==> config.mk <==
export PLATFORM = sky130hd
export DESIGN_NAME = integer_field_formatter_unit
export DESIGN_NICKNAME = d
export VERILOG_FILES = /design/src/rtl/iff_pkg.sv /design/src/rtl/iff_front.sv /design/src/rtl/iff_queue.sv /design/src/rtl/iff_back.sv /design/src/rtl/integer_field_formatter_unit.sv
export SDC_FILE = /design/constraint.sdc
export NUM_CORES = 1
export LEC_CHECK = 0
export ABC_AREA = 1
export BUFFER_PORTS_ARGS = -buffer_cell sky130_fd_sc_hd__buf_2
export CORE_UTILIZATION = 40
export CTS_CLUSTER_SIZE = 30
export DETAILED_ROUTE_END_ITERATION = 6
export GPL_TIMING_DRIVEN = 0
export PLACE_DENSITY = 0.64
export SLEW_MARGIN = 20
export SYNTH_ARGS = -nofsm -noshare
export SYNTH_HDL_FRONTEND = slang
export SYNTH_HIERARCHICAL = 1
export SYNTH_SLANG_ARGS = --single-unit
export TNS_END_PERCENT = 1
==> constraint.sdc <==
create_clock -name clock -period 38 [get_ports clock]
set_input_delay 3.8 -clock clock [delete_from_list [all_inputs] [get_ports clock]]
set_output_delay 3.8 -clock clock [all_outputs]
set_load 0.01 [all_outputs]
==> src/rtl/iff_pkg.sv <==
// Shared types, codes and helper functions for the integer field formatter.
// No dependencies; every other file in rtl/ imports this package.
package iff_pkg;

   // Request and response payloads
   typedef struct packed {
      logic [63:0] raw_value;
      logic [1:0]  size_mode;
      logic [2:0]  conversion;
      logic [1:0]  sign_mode;
      logic        left_justify;
      logic        alternate_form;
      logic        zero_pad;
      logic [6:0]  field_width;
      logic        precision_given;
      logic [5:0]  precision;
   } iff_req_type;

   typedef struct packed {
      logic [7:0] character;
      logic       last;
      logic       empty_res;
   } iff_rsp_type;

   // Operand size codes
   localparam logic [1:0] SIZE_INT   = 2'd0;
   localparam logic [1:0] SIZE_SHORT = 2'd1;
   localparam logic [1:0] SIZE_LONG  = 2'd2;

   // Conversion codes
   localparam logic [2:0] CONV_SDEC       = 3'd0;
   localparam logic [2:0] CONV_UDEC       = 3'd1;
   localparam logic [2:0] CONV_OCT        = 3'd2;
   localparam logic [2:0] CONV_HEX_LOWER  = 3'd3;
   localparam logic [2:0] CONV_HEX_UPPER  = 3'd4;

   // Sign mode codes
   localparam logic [1:0] SIGN_NONE  = 2'd0;
   localparam logic [1:0] SIGN_SPACE = 2'd1;
   localparam logic [1:0] SIGN_PLUS  = 2'd2;

   // ASCII characters
   localparam logic [7:0] CHAR_SPACE   = 8'h20;
   localparam logic [7:0] CHAR_PLUS    = 8'h2B;
   localparam logic [7:0] CHAR_MINUS   = 8'h2D;
   localparam logic [7:0] CHAR_ZERO    = 8'h30;
   localparam logic [7:0] CHAR_A_UPPER = 8'h41;
   localparam logic [7:0] CHAR_X_UPPER = 8'h58;
   localparam logic [7:0] CHAR_A_LOWER = 8'h61;
   localparam logic [7:0] CHAR_X_LOWER = 8'h78;
   localparam logic [7:0] CHAR_NUL     = 8'h00;

   // Digit store and decimal converter geometry
   localparam int DIGIT_DEPTH   = 22;
   localparam int DIGIT_IDX_W   = 5;
   localparam int DIGIT_BITS    = DIGIT_DEPTH * 4;
   localparam int CONV_STEPS    = 32;   // two magnitude bits per step
   localparam int QUEUE_DEPTH   = 2;

   typedef logic [DIGIT_DEPTH-1:0][3:0] digit_vec_type;

   typedef enum logic [1:0] {
      BASE_DEC,
      BASE_OCT,
      BASE_HEX
   } iff_base_type;

   // One classified request, passed from the front end to the back end
   typedef struct packed {
      logic [63:0]  mag;
      logic         mag_zero;
      iff_base_type base;
      logic         upper;
      logic         alt;
      logic         left;
      logic         zflag;
      logic [6:0]   width;
      logic         pgiven;
      logic [5:0]   prec;
      logic [1:0]   plen;
      logic [7:0]   pre0;
      logic [7:0]   pre1;
   } iff_job_type;

   typedef struct packed {
      logic full;
      logic empty;
   } iff_qstat_type;

   typedef enum logic [2:0] {
      ST_IDLE,
      ST_CONV,
      ST_COUNT,
      ST_PLAN,
      ST_EMIT
   } iff_state_type;

   // One shift-and-add-3 step of the binary to BCD converter
   function automatic digit_vec_type dabble(input digit_vec_type d, input logic b);
      digit_vec_type           adj;
      logic [DIGIT_BITS-1:0]   flat;
      for (int i = 0; i < DIGIT_DEPTH; i++) begin
         adj[i] = (d[i] >= 4'd5) ? d[i] + 4'd3 : d[i];
      end
      flat = adj;
      return {flat[DIGIT_BITS-2:0], b};
   endfunction

   // Map one digit value to its ASCII character
   function automatic logic [7:0] digit_char(input logic [3:0] d, input logic upper);
      logic [7:0] base_char;
      base_char = upper ? CHAR_A_UPPER : CHAR_A_LOWER;
      if (d < 4'd10) begin
         return CHAR_ZERO + {4'b0000, d};
      end
      return base_char + {4'b0000, d} - 8'd10;
   endfunction

endpackage

==> src/rtl/iff_front.sv <==
// Front end: accepts requests, sign-extends and classifies them into jobs.
// Depends on iff_pkg; pushes into iff_queue.
module iff_front
   import iff_pkg::*;
#(
   parameter int MAX_PRECISION = 63
) (
   input  logic          req_valid,
   output logic          req_ready,
   input  iff_req_type   req_payload,
   input  iff_qstat_type q_status,
   output logic          push,
   output iff_job_type   job
);

   logic [63:0] v;
   logic [63:0] zmag;
   logic [63:0] mag;
   logic [2:0]  conv;
   logic        is_signed;
   logic        neg;
   logic        mag_zero;
   logic        upper;
   iff_base_type base;

   // Accept whenever the queue has room
   assign req_ready = !q_status.full;
   assign push      = req_valid && req_ready;

   // Sign-extend and zero-extend the argument for its size
   always_comb begin
      case (req_payload.size_mode)
         SIZE_SHORT: begin
            v    = {{48{req_payload.raw_value[15]}}, req_payload.raw_value[15:0]};
            zmag = {48'b0, req_payload.raw_value[15:0]};
         end
         SIZE_INT: begin
            v    = {{32{req_payload.raw_value[31]}}, req_payload.raw_value[31:0]};
            zmag = {32'b0, req_payload.raw_value[31:0]};
         end
         default: begin
            v    = req_payload.raw_value;
            zmag = req_payload.raw_value;
         end
      endcase
   end

   // Classify the conversion; unknown codes act as unsigned decimal
   always_comb begin
      conv = (req_payload.conversion > CONV_HEX_UPPER) ? CONV_UDEC : req_payload.conversion;
      is_signed = (conv == CONV_SDEC);
      upper     = (conv == CONV_HEX_UPPER);
      case (conv)
         CONV_OCT:                       base = BASE_OCT;
         CONV_HEX_LOWER, CONV_HEX_UPPER: base = BASE_HEX;
         default:                        base = BASE_DEC;
      endcase
      neg      = is_signed && v[63];
      mag      = neg ? 64'd0 - v : (is_signed ? v : zmag);
      mag_zero = (mag == 64'd0);
   end

   // Build the job, including sign or prefix characters
   always_comb begin
      job        = '0;
      job.mag    = mag;
      job.mag_zero = mag_zero;
      job.base   = base;
      job.upper  = upper;
      job.alt    = req_payload.alternate_form;
      job.left   = req_payload.left_justify;
      job.zflag  = req_payload.zero_pad;
      job.width  = req_payload.field_width;
      job.pgiven = req_payload.precision_given;
      job.prec   = (req_payload.precision > 6'(MAX_PRECISION)) ?
                   6'(MAX_PRECISION) : req_payload.precision;
      job.pre0   = CHAR_NUL;
      job.pre1   = CHAR_NUL;
      job.plen   = 2'd0;
      if (neg) begin
         job.plen = 2'd1;
         job.pre0 = CHAR_MINUS;
      end else if (is_signed && req_payload.sign_mode != SIGN_NONE) begin
         job.plen = 2'd1;
         job.pre0 = (req_payload.sign_mode == SIGN_SPACE) ? CHAR_SPACE : CHAR_PLUS;
      end else if (base == BASE_HEX && req_payload.alternate_form && !mag_zero) begin
         job.plen = 2'd2;
         job.pre0 = CHAR_ZERO;
         job.pre1 = upper ? CHAR_X_UPPER : CHAR_X_LOWER;
      end
   end

endmodule

==> src/rtl/iff_queue.sv <==
// Two-entry job queue between the front end and the back end.
// Depends on iff_pkg for the job and status types.
module iff_queue
   import iff_pkg::*;
(
   input  logic          clock,
   input  logic          reset,
   input  logic          push,
   input  iff_job_type   push_data,
   input  logic          pop,
   output iff_job_type   pop_data,
   output iff_qstat_type status
);

   localparam int PTR_W = $clog2(QUEUE_DEPTH);

   iff_job_type        entry_ff [QUEUE_DEPTH];
   logic [PTR_W-1:0]   wr_ptr_ff, wr_ptr_in;
   logic [PTR_W-1:0]   rd_ptr_ff, rd_ptr_in;
   logic [PTR_W:0]     count_ff, count_in;

   assign status.full  = (count_ff == (PTR_W+1)'(QUEUE_DEPTH));
   assign status.empty = (count_ff == '0);
   assign pop_data     = entry_ff[rd_ptr_ff];

   // Advance pointers and occupancy
   always_comb begin
      wr_ptr_in = push ? wr_ptr_ff + 1'b1 : wr_ptr_ff;
      rd_ptr_in = pop  ? rd_ptr_ff + 1'b1 : rd_ptr_ff;
      count_in  = count_ff;
      if (push && !pop) begin
         count_in = count_ff + 1'b1;
      end else if (pop && !push) begin
         count_in = count_ff - 1'b1;
      end
   end

   always_ff @(posedge clock) begin
      if (reset) begin
         wr_ptr_ff <= '0;
         rd_ptr_ff <= '0;
         count_ff  <= '0;
      end else begin
         wr_ptr_ff <= wr_ptr_in;
         rd_ptr_ff <= rd_ptr_in;
         count_ff  <= count_in;
      end
   end

   // Store entries
   always_ff @(posedge clock) begin
      if (push) begin
         entry_ff[wr_ptr_ff] <= push_data;
      end
   end

endmodule

==> src/rtl/iff_back.sv <==
// Back end: converts the magnitude to digits, lays out the field and emits it
// via an output register, one character per cycle unless stalled. Uses iff_pkg.
module iff_back
   import iff_pkg::*;
#(
   parameter int MAX_FIELD_CHARS = 64
) (
   input  logic          clock,
   input  logic          reset,
   input  iff_qstat_type q_status,
   input  iff_job_type   q_data,
   output logic          pop,
   output logic          rsp_valid,
   input  logic          rsp_ready,
   output iff_rsp_type   rsp_payload
);

   localparam int POS_W = $clog2(MAX_FIELD_CHARS);

   iff_state_type   state_ff, state_in;
   iff_job_type     job_ff, job_in;
   logic [63:0]     remaining_value_ff, remaining_value_in;
   digit_vec_type   digits_ff, digits_in;
   logic [4:0]      conv_cnt_ff, conv_cnt_in;
   logic [4:0]      digit_count_ff, digit_count_in;
   logic [7:0]      b_lead_ff, b_lead_in;
   logic [7:0]      b_pre_ff, b_pre_in;
   logic [7:0]      b_zero_ff, b_zero_in;
   logic [7:0]      b_dig_ff, b_dig_in;
   logic [7:0]      n_out_ff, n_out_in;
   logic [POS_W-1:0] emit_position_ff, emit_position_in;
   logic            rsp_valid_ff, rsp_valid_in;
   iff_rsp_type     rsp_ff, rsp_in;

   digit_vec_type   load_digits;
   logic [4:0]      nd_enc;
   logic [7:0]      nd8, plen8, width8, prec8;
   logic [7:0]      zeros, body, spaces, total, lead;
   logic [7:0]      p8, dig_off;
   logic [DIGIT_IDX_W-1:0] dig_idx;
   logic [7:0]      emit_char;
   logic            emit_last;
   logic            slot_free;

   assign rsp_valid   = rsp_valid_ff;
   assign rsp_payload = rsp_ff;
   assign slot_free   = !rsp_valid_ff || rsp_ready;

   // Slice octal or hex digits straight from the queued magnitude
   always_comb begin
      load_digits = '0;
      if (q_data.base == BASE_OCT) begin
         for (int i = 0; i < DIGIT_DEPTH - 1; i++) begin
            load_digits[i] = {1'b0, q_data.mag[3*i +: 3]};
         end
         load_digits[DIGIT_DEPTH-1] = {3'b000, q_data.mag[63]};
      end else begin
         for (int i = 0; i < 16; i++) begin
            load_digits[i] = q_data.mag[4*i +: 4];
         end
      end
   end

   // Top non-zero digit; a zero value keeps one digit, none at precision 0
   always_comb begin
      nd_enc = 5'd1;
      for (int i = 0; i < DIGIT_DEPTH; i++) begin
         if (digits_ff[i] != 4'd0) begin
            nd_enc = 5'(i + 1);
         end
      end
      if (job_ff.mag_zero && job_ff.pgiven && job_ff.prec == 6'd0) begin
         nd_enc = 5'd0;
      end
   end

   // Lay out the field: spaces, prefix, zeros, digits, trailing spaces
   always_comb begin
      nd8    = {3'b000, digit_count_ff};
      plen8  = {6'b0, job_ff.plen};
      width8 = {1'b0, job_ff.width};
      prec8  = {2'b00, job_ff.prec};
      zeros  = 8'd0;
      if (job_ff.pgiven) begin
         if (prec8 > nd8) begin
            zeros = prec8 - nd8;
         end
      end else if (job_ff.zflag && !job_ff.left) begin
         if (width8 > nd8 + plen8) begin
            zeros = width8 - nd8 - plen8;
         end
      end
      // Octal alternate form needs a leading zero unless one is printed
      if (job_ff.base == BASE_OCT && job_ff.alt && zeros == 8'd0 &&
          !(digit_count_ff == 5'd1 && job_ff.mag_zero)) begin
         zeros = 8'd1;
      end
      body   = plen8 + zeros + nd8;
      spaces = (width8 > body) ? width8 - body : 8'd0;
      total  = body + spaces;
      lead   = job_ff.left ? 8'd0 : spaces;
   end

   // Pick the character at the current position
   always_comb begin
      p8        = {{(8-POS_W){1'b0}}, emit_position_ff};
      dig_off   = b_dig_ff - 8'd1 - p8;
      dig_idx   = dig_off[DIGIT_IDX_W-1:0];
      emit_last = (p8 == n_out_ff - 8'd1);
      if (p8 < b_lead_ff) begin
         emit_char = CHAR_SPACE;
      end else if (p8 < b_pre_ff) begin
         emit_char = (p8 == b_lead_ff) ? job_ff.pre0 : job_ff.pre1;
      end else if (p8 < b_zero_ff) begin
         emit_char = CHAR_ZERO;
      end else if (p8 < b_dig_ff) begin
         emit_char = digit_char(digits_ff[dig_idx], job_ff.upper);
      end else begin
         emit_char = CHAR_SPACE;
      end
   end

   // Next state
   always_comb begin
      state_in = state_ff;
      case (state_ff)
         ST_IDLE: begin
            if (!q_status.empty) begin
               state_in = (q_data.base == BASE_DEC) ? ST_CONV : ST_COUNT;
            end
         end
         ST_CONV: begin
            if (conv_cnt_ff == 5'd0) begin
               state_in = ST_COUNT;
            end
         end
         ST_COUNT: state_in = ST_PLAN;
         ST_PLAN:  state_in = ST_EMIT;
         ST_EMIT: begin
            if (slot_free && (n_out_ff == 8'd0 || emit_last)) begin
               state_in = ST_IDLE;
            end
         end
         default: state_in = ST_IDLE;
      endcase
   end

   // Datapath and outputs
   always_comb begin
      pop                = 1'b0;
      job_in             = job_ff;
      remaining_value_in = remaining_value_ff;
      digits_in          = digits_ff;
      conv_cnt_in        = conv_cnt_ff;
      digit_count_in     = digit_count_ff;
      b_lead_in          = b_lead_ff;
      b_pre_in           = b_pre_ff;
      b_zero_in          = b_zero_ff;
      b_dig_in           = b_dig_ff;
      n_out_in           = n_out_ff;
      emit_position_in   = emit_position_ff;
      rsp_in             = rsp_ff;
      rsp_valid_in       = rsp_ready ? 1'b0 : rsp_valid_ff;
      case (state_ff)
         ST_IDLE: begin
            if (!q_status.empty) begin
               pop                = 1'b1;
               job_in             = q_data;
               remaining_value_in = q_data.mag;
               conv_cnt_in        = 5'(CONV_STEPS - 1);
               digits_in          = (q_data.base == BASE_DEC) ? '0 : load_digits;
            end
         end
         ST_CONV: begin
            // Shift two magnitude bits into the BCD digits
            digits_in = dabble(dabble(digits_ff, remaining_value_ff[63]),
                               remaining_value_ff[62]);
            remaining_value_in = {remaining_value_ff[61:0], 2'b00};
            conv_cnt_in        = conv_cnt_ff - 5'd1;
         end
         ST_COUNT: begin
            digit_count_in = nd_enc;
         end
         ST_PLAN: begin
            b_lead_in        = lead;
            b_pre_in         = lead + plen8;
            b_zero_in        = lead + plen8 + zeros;
            b_dig_in         = lead + plen8 + zeros + nd8;
            n_out_in         = (total > 8'(MAX_FIELD_CHARS)) ? 8'(MAX_FIELD_CHARS) : total;
            emit_position_in = '0;
         end
         ST_EMIT: begin
            if (slot_free) begin
               rsp_valid_in = 1'b1;
               if (n_out_ff == 8'd0) begin
                  rsp_in.character = CHAR_NUL;
                  rsp_in.last      = 1'b1;
                  rsp_in.empty_res = 1'b1;
               end else begin
                  rsp_in.character = emit_char;
                  rsp_in.last      = emit_last;
                  rsp_in.empty_res = 1'b0;
                  emit_position_in = emit_position_ff + 1'b1;
               end
            end
         end
         default: begin
         end
      endcase
   end

   // Control registers
   always_ff @(posedge clock) begin
      if (reset) begin
         state_ff     <= ST_IDLE;
         rsp_valid_ff <= 1'b0;
      end else begin
         state_ff     <= state_in;
         rsp_valid_ff <= rsp_valid_in;
      end
   end

   // Payload registers
   always_ff @(posedge clock) begin
      job_ff             <= job_in;
      remaining_value_ff <= remaining_value_in;
      digits_ff          <= digits_in;
      conv_cnt_ff        <= conv_cnt_in;
      digit_count_ff     <= digit_count_in;
      b_lead_ff          <= b_lead_in;
      b_pre_ff           <= b_pre_in;
      b_zero_ff          <= b_zero_in;
      b_dig_ff           <= b_dig_in;
      n_out_ff           <= n_out_in;
      emit_position_ff   <= emit_position_in;
      rsp_ff             <= rsp_in;
   end

endmodule

==> src/rtl/integer_field_formatter_unit.sv <==
// Top level of the integer field formatter: front end, job queue, back end.
// Depends on iff_pkg, iff_front, iff_queue and iff_back.
//
//   channel  direction  handshake             payload
//   req_     in         req_valid/req_ready   iff_req_type: one integer conversion
//   rsp_     out        rsp_valid/rsp_ready   iff_rsp_type: one character, last, empty
//
// A decimal request first passes the binary to BCD converter in 32 steps, two
// bits per cycle; octal and hex digits are sliced straight from the magnitude.
// The back end emits n = max(1, min(field length, MAX_FIELD_CHARS)) characters
// via an output register. The two-entry queue takes further requests while the back
// end works. A stalled rsp_ready holds the output register and the back end.
// Reset is synchronous and clears the queue, state machine and output valid.
module integer_field_formatter_unit
   import iff_pkg::*;
#(
   parameter int MAX_FIELD_CHARS = 64,
   parameter int MAX_PRECISION   = 63
) (
   input  logic        clock,
   input  logic        reset,
   input  logic        req_valid,
   output logic        req_ready,
   input  iff_req_type req_payload,
   output logic        rsp_valid,
   input  logic        rsp_ready,
   output iff_rsp_type rsp_payload
);

   iff_qstat_type q_status;
   iff_job_type   push_job;
   iff_job_type   pop_job;
   logic          push;
   logic          pop;

   // Classify incoming requests
   iff_front #(
      .MAX_PRECISION (MAX_PRECISION)
   ) u_front (
      .req_valid   (req_valid),
      .req_ready   (req_ready),
      .req_payload (req_payload),
      .q_status    (q_status),
      .push        (push),
      .job         (push_job)
   );

   // Decouple front and back
   iff_queue u_queue (
      .clock     (clock),
      .reset     (reset),
      .push      (push),
      .push_data (push_job),
      .pop       (pop),
      .pop_data  (pop_job),
      .status    (q_status)
   );

   // Convert and emit
   iff_back #(
      .MAX_FIELD_CHARS (MAX_FIELD_CHARS)
   ) u_back (
      .clock       (clock),
      .reset       (reset),
      .q_status    (q_status),
      .q_data      (pop_job),
      .pop         (pop),
      .rsp_valid   (rsp_valid),
      .rsp_ready   (rsp_ready),
      .rsp_payload (rsp_payload)
   );

endmodule

[Word level (Yosys, flattened, before mapping)]
Memory sizes are Yosys's and may differ from the RTL's. A register that Yosys moved wholly into a read port is not among the register bits.
Cells that the tools add are included.
W data, S select, Z words.
Storage, ports and cells
  input port bits: 92
  memory bits (writable): 206
  memories: 1
  register bits: 265
  output and inout port bits: 12
  logic and storage cells: 399
Cells by class
  $add $sub $neg: 68
  eq/ne operators: 21
  muxes and demuxes: 130
  reduce and logical (&&, ||, !) cells: 68
  magnitude comparators: 56
  bitwise logic cells: 1
Memories
  u_queue.entry_ff: words 2, bits a word 103, rd ports 1, clocked after Yosys merged registers in 1, wr ports 1, RTL line iff_queue.sv:17  | iff_job_type entry_ff [QUEUE_DEPTH];
Operators with widths (count)
  $pmux W64 S2: 3
  $mux W64: 4
  $mux W4: 52
  $ge A4 B3 Y1 const B: 44
  $pmux W88 S2: 1
  $add A4 B2 Y4 const B: 42
  $mux W8: 15
  $mux W88: 1
  $mux W85: 1
  $reduce_bool A4 Y1: 21
  $logic_not A64 Y1: 1
  $sub A1 B64 Y64 const A: 1
  $mux W5: 8
  $mux W6: 6
  $lt A6 B8 Y1: 4
  $mux W3: 10
  $mux W21: 1
  $bmux W4 S5: 1
  $mux W10: 2
  $mux W18: 1
  $add A8 B5 Y8: 2
  $add A8 B8 Y8: 2
  $eq A6 B8 Y1: 2
  $gt A7 B8 Y1: 2
  52 further kinds: 117

[Depth between registers and ports, before layout]
  word-level depth: 22
  mapped depth: 55

[Modules after synthesis]
Netlist, hierarchy kept.
Modules (own cells, without submodules)
  iff_back: cells each 2398, instances 1, area an instance 19621.3 sq um
  iff_queue: cells each 353, instances 1, area an instance 7673.6 sq um
  iff_front: cells each 900, instances 1, area an instance 4147.7 sq um

[Least setup slack after synthesis]
OpenSTA, ideal clock, no wires.
  path kind: reg-to-reg
  start: register u_back.state_ff[1]
  end: register u_back.conv_cnt_ff[0], enable pin
  period minus slack after synthesis: 12.475 ns
  data arrival time: 11.585 ns
  slack: 25.525 ns
  cell stages (with the launch flop): 4
  library setup time: 0.890 ns
  path through: dfxtp_1 -> nor2_1 -> nand2_1 -> o21ai_0
On the way
  cells in the longest elaborated chain, start to end: 3
Ends and longest elaborated chain
  start, declared: RTL line iff_back.sv:20  | iff_state_type state_ff, state_in;
  start signal, assigned: RTL line iff_back.sv:218  | state_ff <= state_in;
  $logic_not A3 Y1 or $eq A3 B1 Y1 (tied branches): RTL line iff_back.sv:164  | case (state_ff)
  $ne A2 B2 Y1 (no source line) or $reduce_bool A2 Y1 (tied branches)
  $reduce_and A2 Y1 (no source line) *
  end signal, assigned: RTL line iff_back.sv:228  | conv_cnt_ff <= conv_cnt_in;
  end, declared: RTL line iff_back.sv:24  | logic [4:0] conv_cnt_ff, conv_cnt_in;
Mark *: on every way between the ends. The rest lies on a longest branch, timed or not.
A chain may end at the register's enable or synchronous reset.

[Worst setup path in the final report]
  start: register u_back/job_ff[16] in the netlist's numbering
  end: register u_back.b_dig_ff[7], data pin
On the way
  cells in the longest elaborated chain, start to end: 17
Ends and longest elaborated chain
  start, declared: RTL line iff_back.sv:21  | iff_job_type job_ff, job_in;
  start signal, assigned: RTL line iff_back.sv:225  | job_ff <= job_in;
  $add A5 B2 Y6: RTL line iff_back.sv:89  | if (width8 > nd8 + plen8) begin
  $gt A7 B8 Y1: RTL line iff_back.sv:89
  $mux W8: RTL line iff_back.sv:89
  $mux W8: RTL line iff_back.sv:88  | end else if (job_ff.zflag && !job_ff.left) begin
  $mux W8: RTL line iff_back.sv:84  | if (job_ff.pgiven) begin
  $logic_not A8 Y1: RTL line iff_back.sv:94  | if (job_ff.base == BASE_OCT && job_ff.alt && zeros == 8'd0 &&
  $logic_and A1 B1 Y1 (2 in series): RTL line iff_back.sv:94
  $mux W8: RTL line iff_back.sv:94
  $add A2 B8 Y8 *: RTL line iff_back.sv:98  | body = plen8 + zeros + nd8;
  $add A8 B5 Y8 *: RTL line iff_back.sv:98
  $sub A7 B8 Y8 or $gt A7 B8 Y1 (tied branches): RTL line iff_back.sv:99  | spaces = (width8 > body) ? width8 - body : 8'd0;
  $mux W8 *: RTL line iff_back.sv:99
  $mux W8 *: RTL line iff_back.sv:101  | lead = job_ff.left ? 8'd0 : spaces;
  via u_back.lead[0]: RTL line iff_back.sv:38  | logic [7:0] zeros, body, spaces, total, lead;
  $add A8 B2 Y8 *: RTL line iff_back.sv:188  | b_dig_in = lead + plen8 + zeros + nd8;
  $add A8 B8 Y8 *: RTL line iff_back.sv:188
  $add A8 B5 Y8 *: RTL line iff_back.sv:188
  end signal, assigned: RTL line iff_back.sv:233  | b_dig_ff <= b_dig_in;
  end, declared: RTL line iff_back.sv:29  | logic [7:0] b_dig_ff, b_dig_in;
Mark *: on every way through the listed nets, which the timed path passes. The rest lies on a longest branch.

==> reports/results.ini <==
[timing]
hold_viol = 0
setup_viol = 0
finClkSkew_ns = 0.0506
totalNegativeSetupSlack_ns = 0
period_needed_ns = 9.88
max_freq_ghz = 0.101
tightest_slew_ns = 1.11
timing.final.crit_share_pct = 26.0
rsz0062_at_grt = false
slew_viol_final = 0
max-slew-margin-rel_pct = 26.0

[critical_path]
r2r_slack_ns = 28.12
critPathMaxStageDelay_ns = 0.57
path_max_fanout = 8
crit_type = reg2reg
start_kind = flop
cp.arrival_ns = 10.24
r2r-end = u_back/b_dig_ff[7]
crit_path_top_delay_cell = edfxtp_1
startpoint = u_back/job_ff[16]
endpoint_kind = flop
crit_end = u_back/b_dig_ff[7]
cp.required_ns = 38.36
r2r_start = u_back/job_ff[16]
crit_path_frequent_cell = nand2_1
r2r_cells = 54

[logic_synthesis]
synth_flop_cell = edfxtp_1
synth.area.top_cells = edfxtp_1 44%, nand2_1 9.6%, ha_1 7.6%
syn_area_sq_mm = 0.0314
synth_most_common_cell = nand2_1
synth_compound_area_share_pct = 11.0
synthXorXnorAreaFrac_pct = 2.73
synth_top_family_by_area = simple AND/OR/NAND/NOR gates
avgSynthCellArea_sq_um = 8.61
synth.top_cell.area_share_pct = 44.2
synthAdderAreaFrac_pct = 8.30
synthMuxAreaShare_pct = 3.94
syn_inst = 3651
seq_area_frac_synth_pct = 44.8
synth_edf_count = 463
yosys-top-cells-count = 801 x nand2_1, 546 x inv_1, 463 x edfxtp_1, 296 x nor2_1, 289 x o21ai_0
yosys_warnings = 6
synth_top_area_cell = edfxtp_1
ys_ff_latch = 472
synth_simple_gate_area_share_pct = 20.3
ys_types = 62
async_flop_share_pct = 0

[run]
cap_violations = 0

[die]
die-height_um = 282
die_w_um = 282
fp.coreArea_sq_mm = 0.0776
rows = 102
ioPinCount = 104
start_util_pct = 40.5
fp.dieArea_sq_mm = 0.0797

[clock_network]
cts_setup_buffers = 0
clk_latency_ns = 0.61
root_buffer = clkbuf_16
htreeDepth = 2
cts_tree = yes
cts_buffers = 49
holdBufCountCts = 0
clock_path_buffers = 3
cts_resized = 0
numClockSinks = 472
clkTransAtPathRegs_ns = 0.06

[layout]
utilization_pct = 45.5
antenna_cells = 0
fillCellCount = 7638
fin_cells = 4888
drive_gt1_share_pct = 12.0
fin_nets = 4103
fin_area_sq_mm = 0.0353
area_growth_pct = 12.2

[detailed_routing]
first_pass_iters = 6
wl_um = 87000
wl_per_cell_um = 17.8
ant_nets = 0
detail_route.iter0.violations = 2070
vias_per_cell = 5.17
dr_total_vias = 25278
remaining_drc_errors = 0

[hold_path]
worstHoldPathType = reg2reg

[grt]
antenna_found_initial = 0
grt_overflow = 0
track_usage_pct = 21.8
grt_pass1_vias = 23650
grt_pass1_wl_um = 134000
grt_max_degree = 71

[placement]
io_buffers = 86
dp_hpwl_um = 67400
place_inst = 4798
detailed_place.area_sq_mm = 0.0336
globalplace.congestion = 0.975

[outcome]
outcome = finished, final reports clean

[state kept, by name, indices dropped and copies added, names as in the netlist, 3 cells and up, named ones only]
name                       cells
u_back/b_dig_ff                8
u_back/b_lead_ff               8
u_back/b_pre_ff                8
u_back/b_zero_ff               8
u_back/conv_cnt_ff             5
u_back/digit_count_ff          5
u_back/digits_ff              88
u_back/emit_position_ff        6
u_back/job_ff                 39
u_back/n_out_ff                8
u_back/remaining_value_ff     64
u_back/rsp_payload            10
u_back/state_ff                3
u_queue/entry_ff             206
[worst min path at each step]
stage / startpoint / endpoint / cells past startpoint
after floorplan: u_queue/rd_ptr_ff / flop / 2
after global placement: u_queue/rd_ptr_ff / u_queue/rd_ptr_ff / 2
after detailed placement: u_back/remaining_value_ff[9] / u_back/remaining_value_ff[11] / 2
after CTS: u_back/remaining_value_ff[20] / u_back/remaining_value_ff[22] / 2
after global routing: u_back/remaining_value_ff[55] / u_back/remaining_value_ff[57] / 2
final: u_back/remaining_value_ff[20] / u_back/remaining_value_ff[22] / 2
[area by class of cell]
cell class | instances | area, sq um | area share, %
inverters | 555 | 2100 | 5.94
well taps | 1040 | 1300 | 3.69
clock buffers | 57 | 1260 | 3.56
multi-input cells | 2502 | 14600 | 41.4
repair buffers | 102 | 848 | 2.41
flip-flops and latches | 472 | 14100 | 39.9
clock inverters | 33 | 362 | 1.03
plain buffers | 127 | 729 | 2.07
[per-stage QoR]
stage          hold WS (ns)  worst slack, ns
2_1_floorplan         0.481            25.52
3_3_place_gp          0.496            19.34
3_5_place_dp          0.502            28.21
4_1_cts               0.498            28.17
5_1_grt               0.538            27.36
6_report              0.510            28.12
[critical path: cells and delay by family (launching register included)]
family / cells / cell delay [ns]
flip-flops: 1 / 0.57
XOR/XNOR: 3 / 0.72
adder cells (fa/ha/maj): 11 / 3.43
AND/OR/NAND/NOR: 25 / 3.08
AO/OA/AOI/OAI: 6 / 1.30
buffers and inverters: 9 / 0.56
[placed cells by master, fill, tap and decap left out, drive strengths merged, types with 9 or more instances in the layout]
cell    count
nand2     834
inv       558
edfxtp    463
nor2      318
o21ai     303
ha        191
nand3     177
buf       173
a21oi     170
clkbuf    113
mux2      110
xor2       73
nand4      44
nor3       42
o22ai      40
xnor2      24
o221ai     24
nand3b     23
clkinv     22
o211ai     17
or2        17
a211oi     16
o21a       14
fa         11
dfxtp       9
[kinds of logic (layout without fill, tap and decap cells)]
family,after synthesis,count (layout)
XOR/XNOR,97,97
adder cells (fa/ha/maj),202,202
flip-flops,472,472
buffers and inverters,682,874
multiplexers,110,110
AND/OR/NAND/NOR,1469,1469
AO/OA/AOI/OAI,617,617
other,2,7
[metal layers]
| metal | vias to the layer above | wire length, um | track usage [%] |
|---|---|---|---|
| met5 | - | 0 | 0 |
| met2 | 805 | 39800 | 35.7 |
| met4 | 0 | 2990 | 7.94 |
| met1 | 11774 | 39300 | 29.8 |
| met3 | 150 | 4960 | 2.08 |
| li1 | 12549 | - | - |
Power is not shown: default switching activity piles up to over one toggle a cycle in this logic, so the estimate is an artifact.
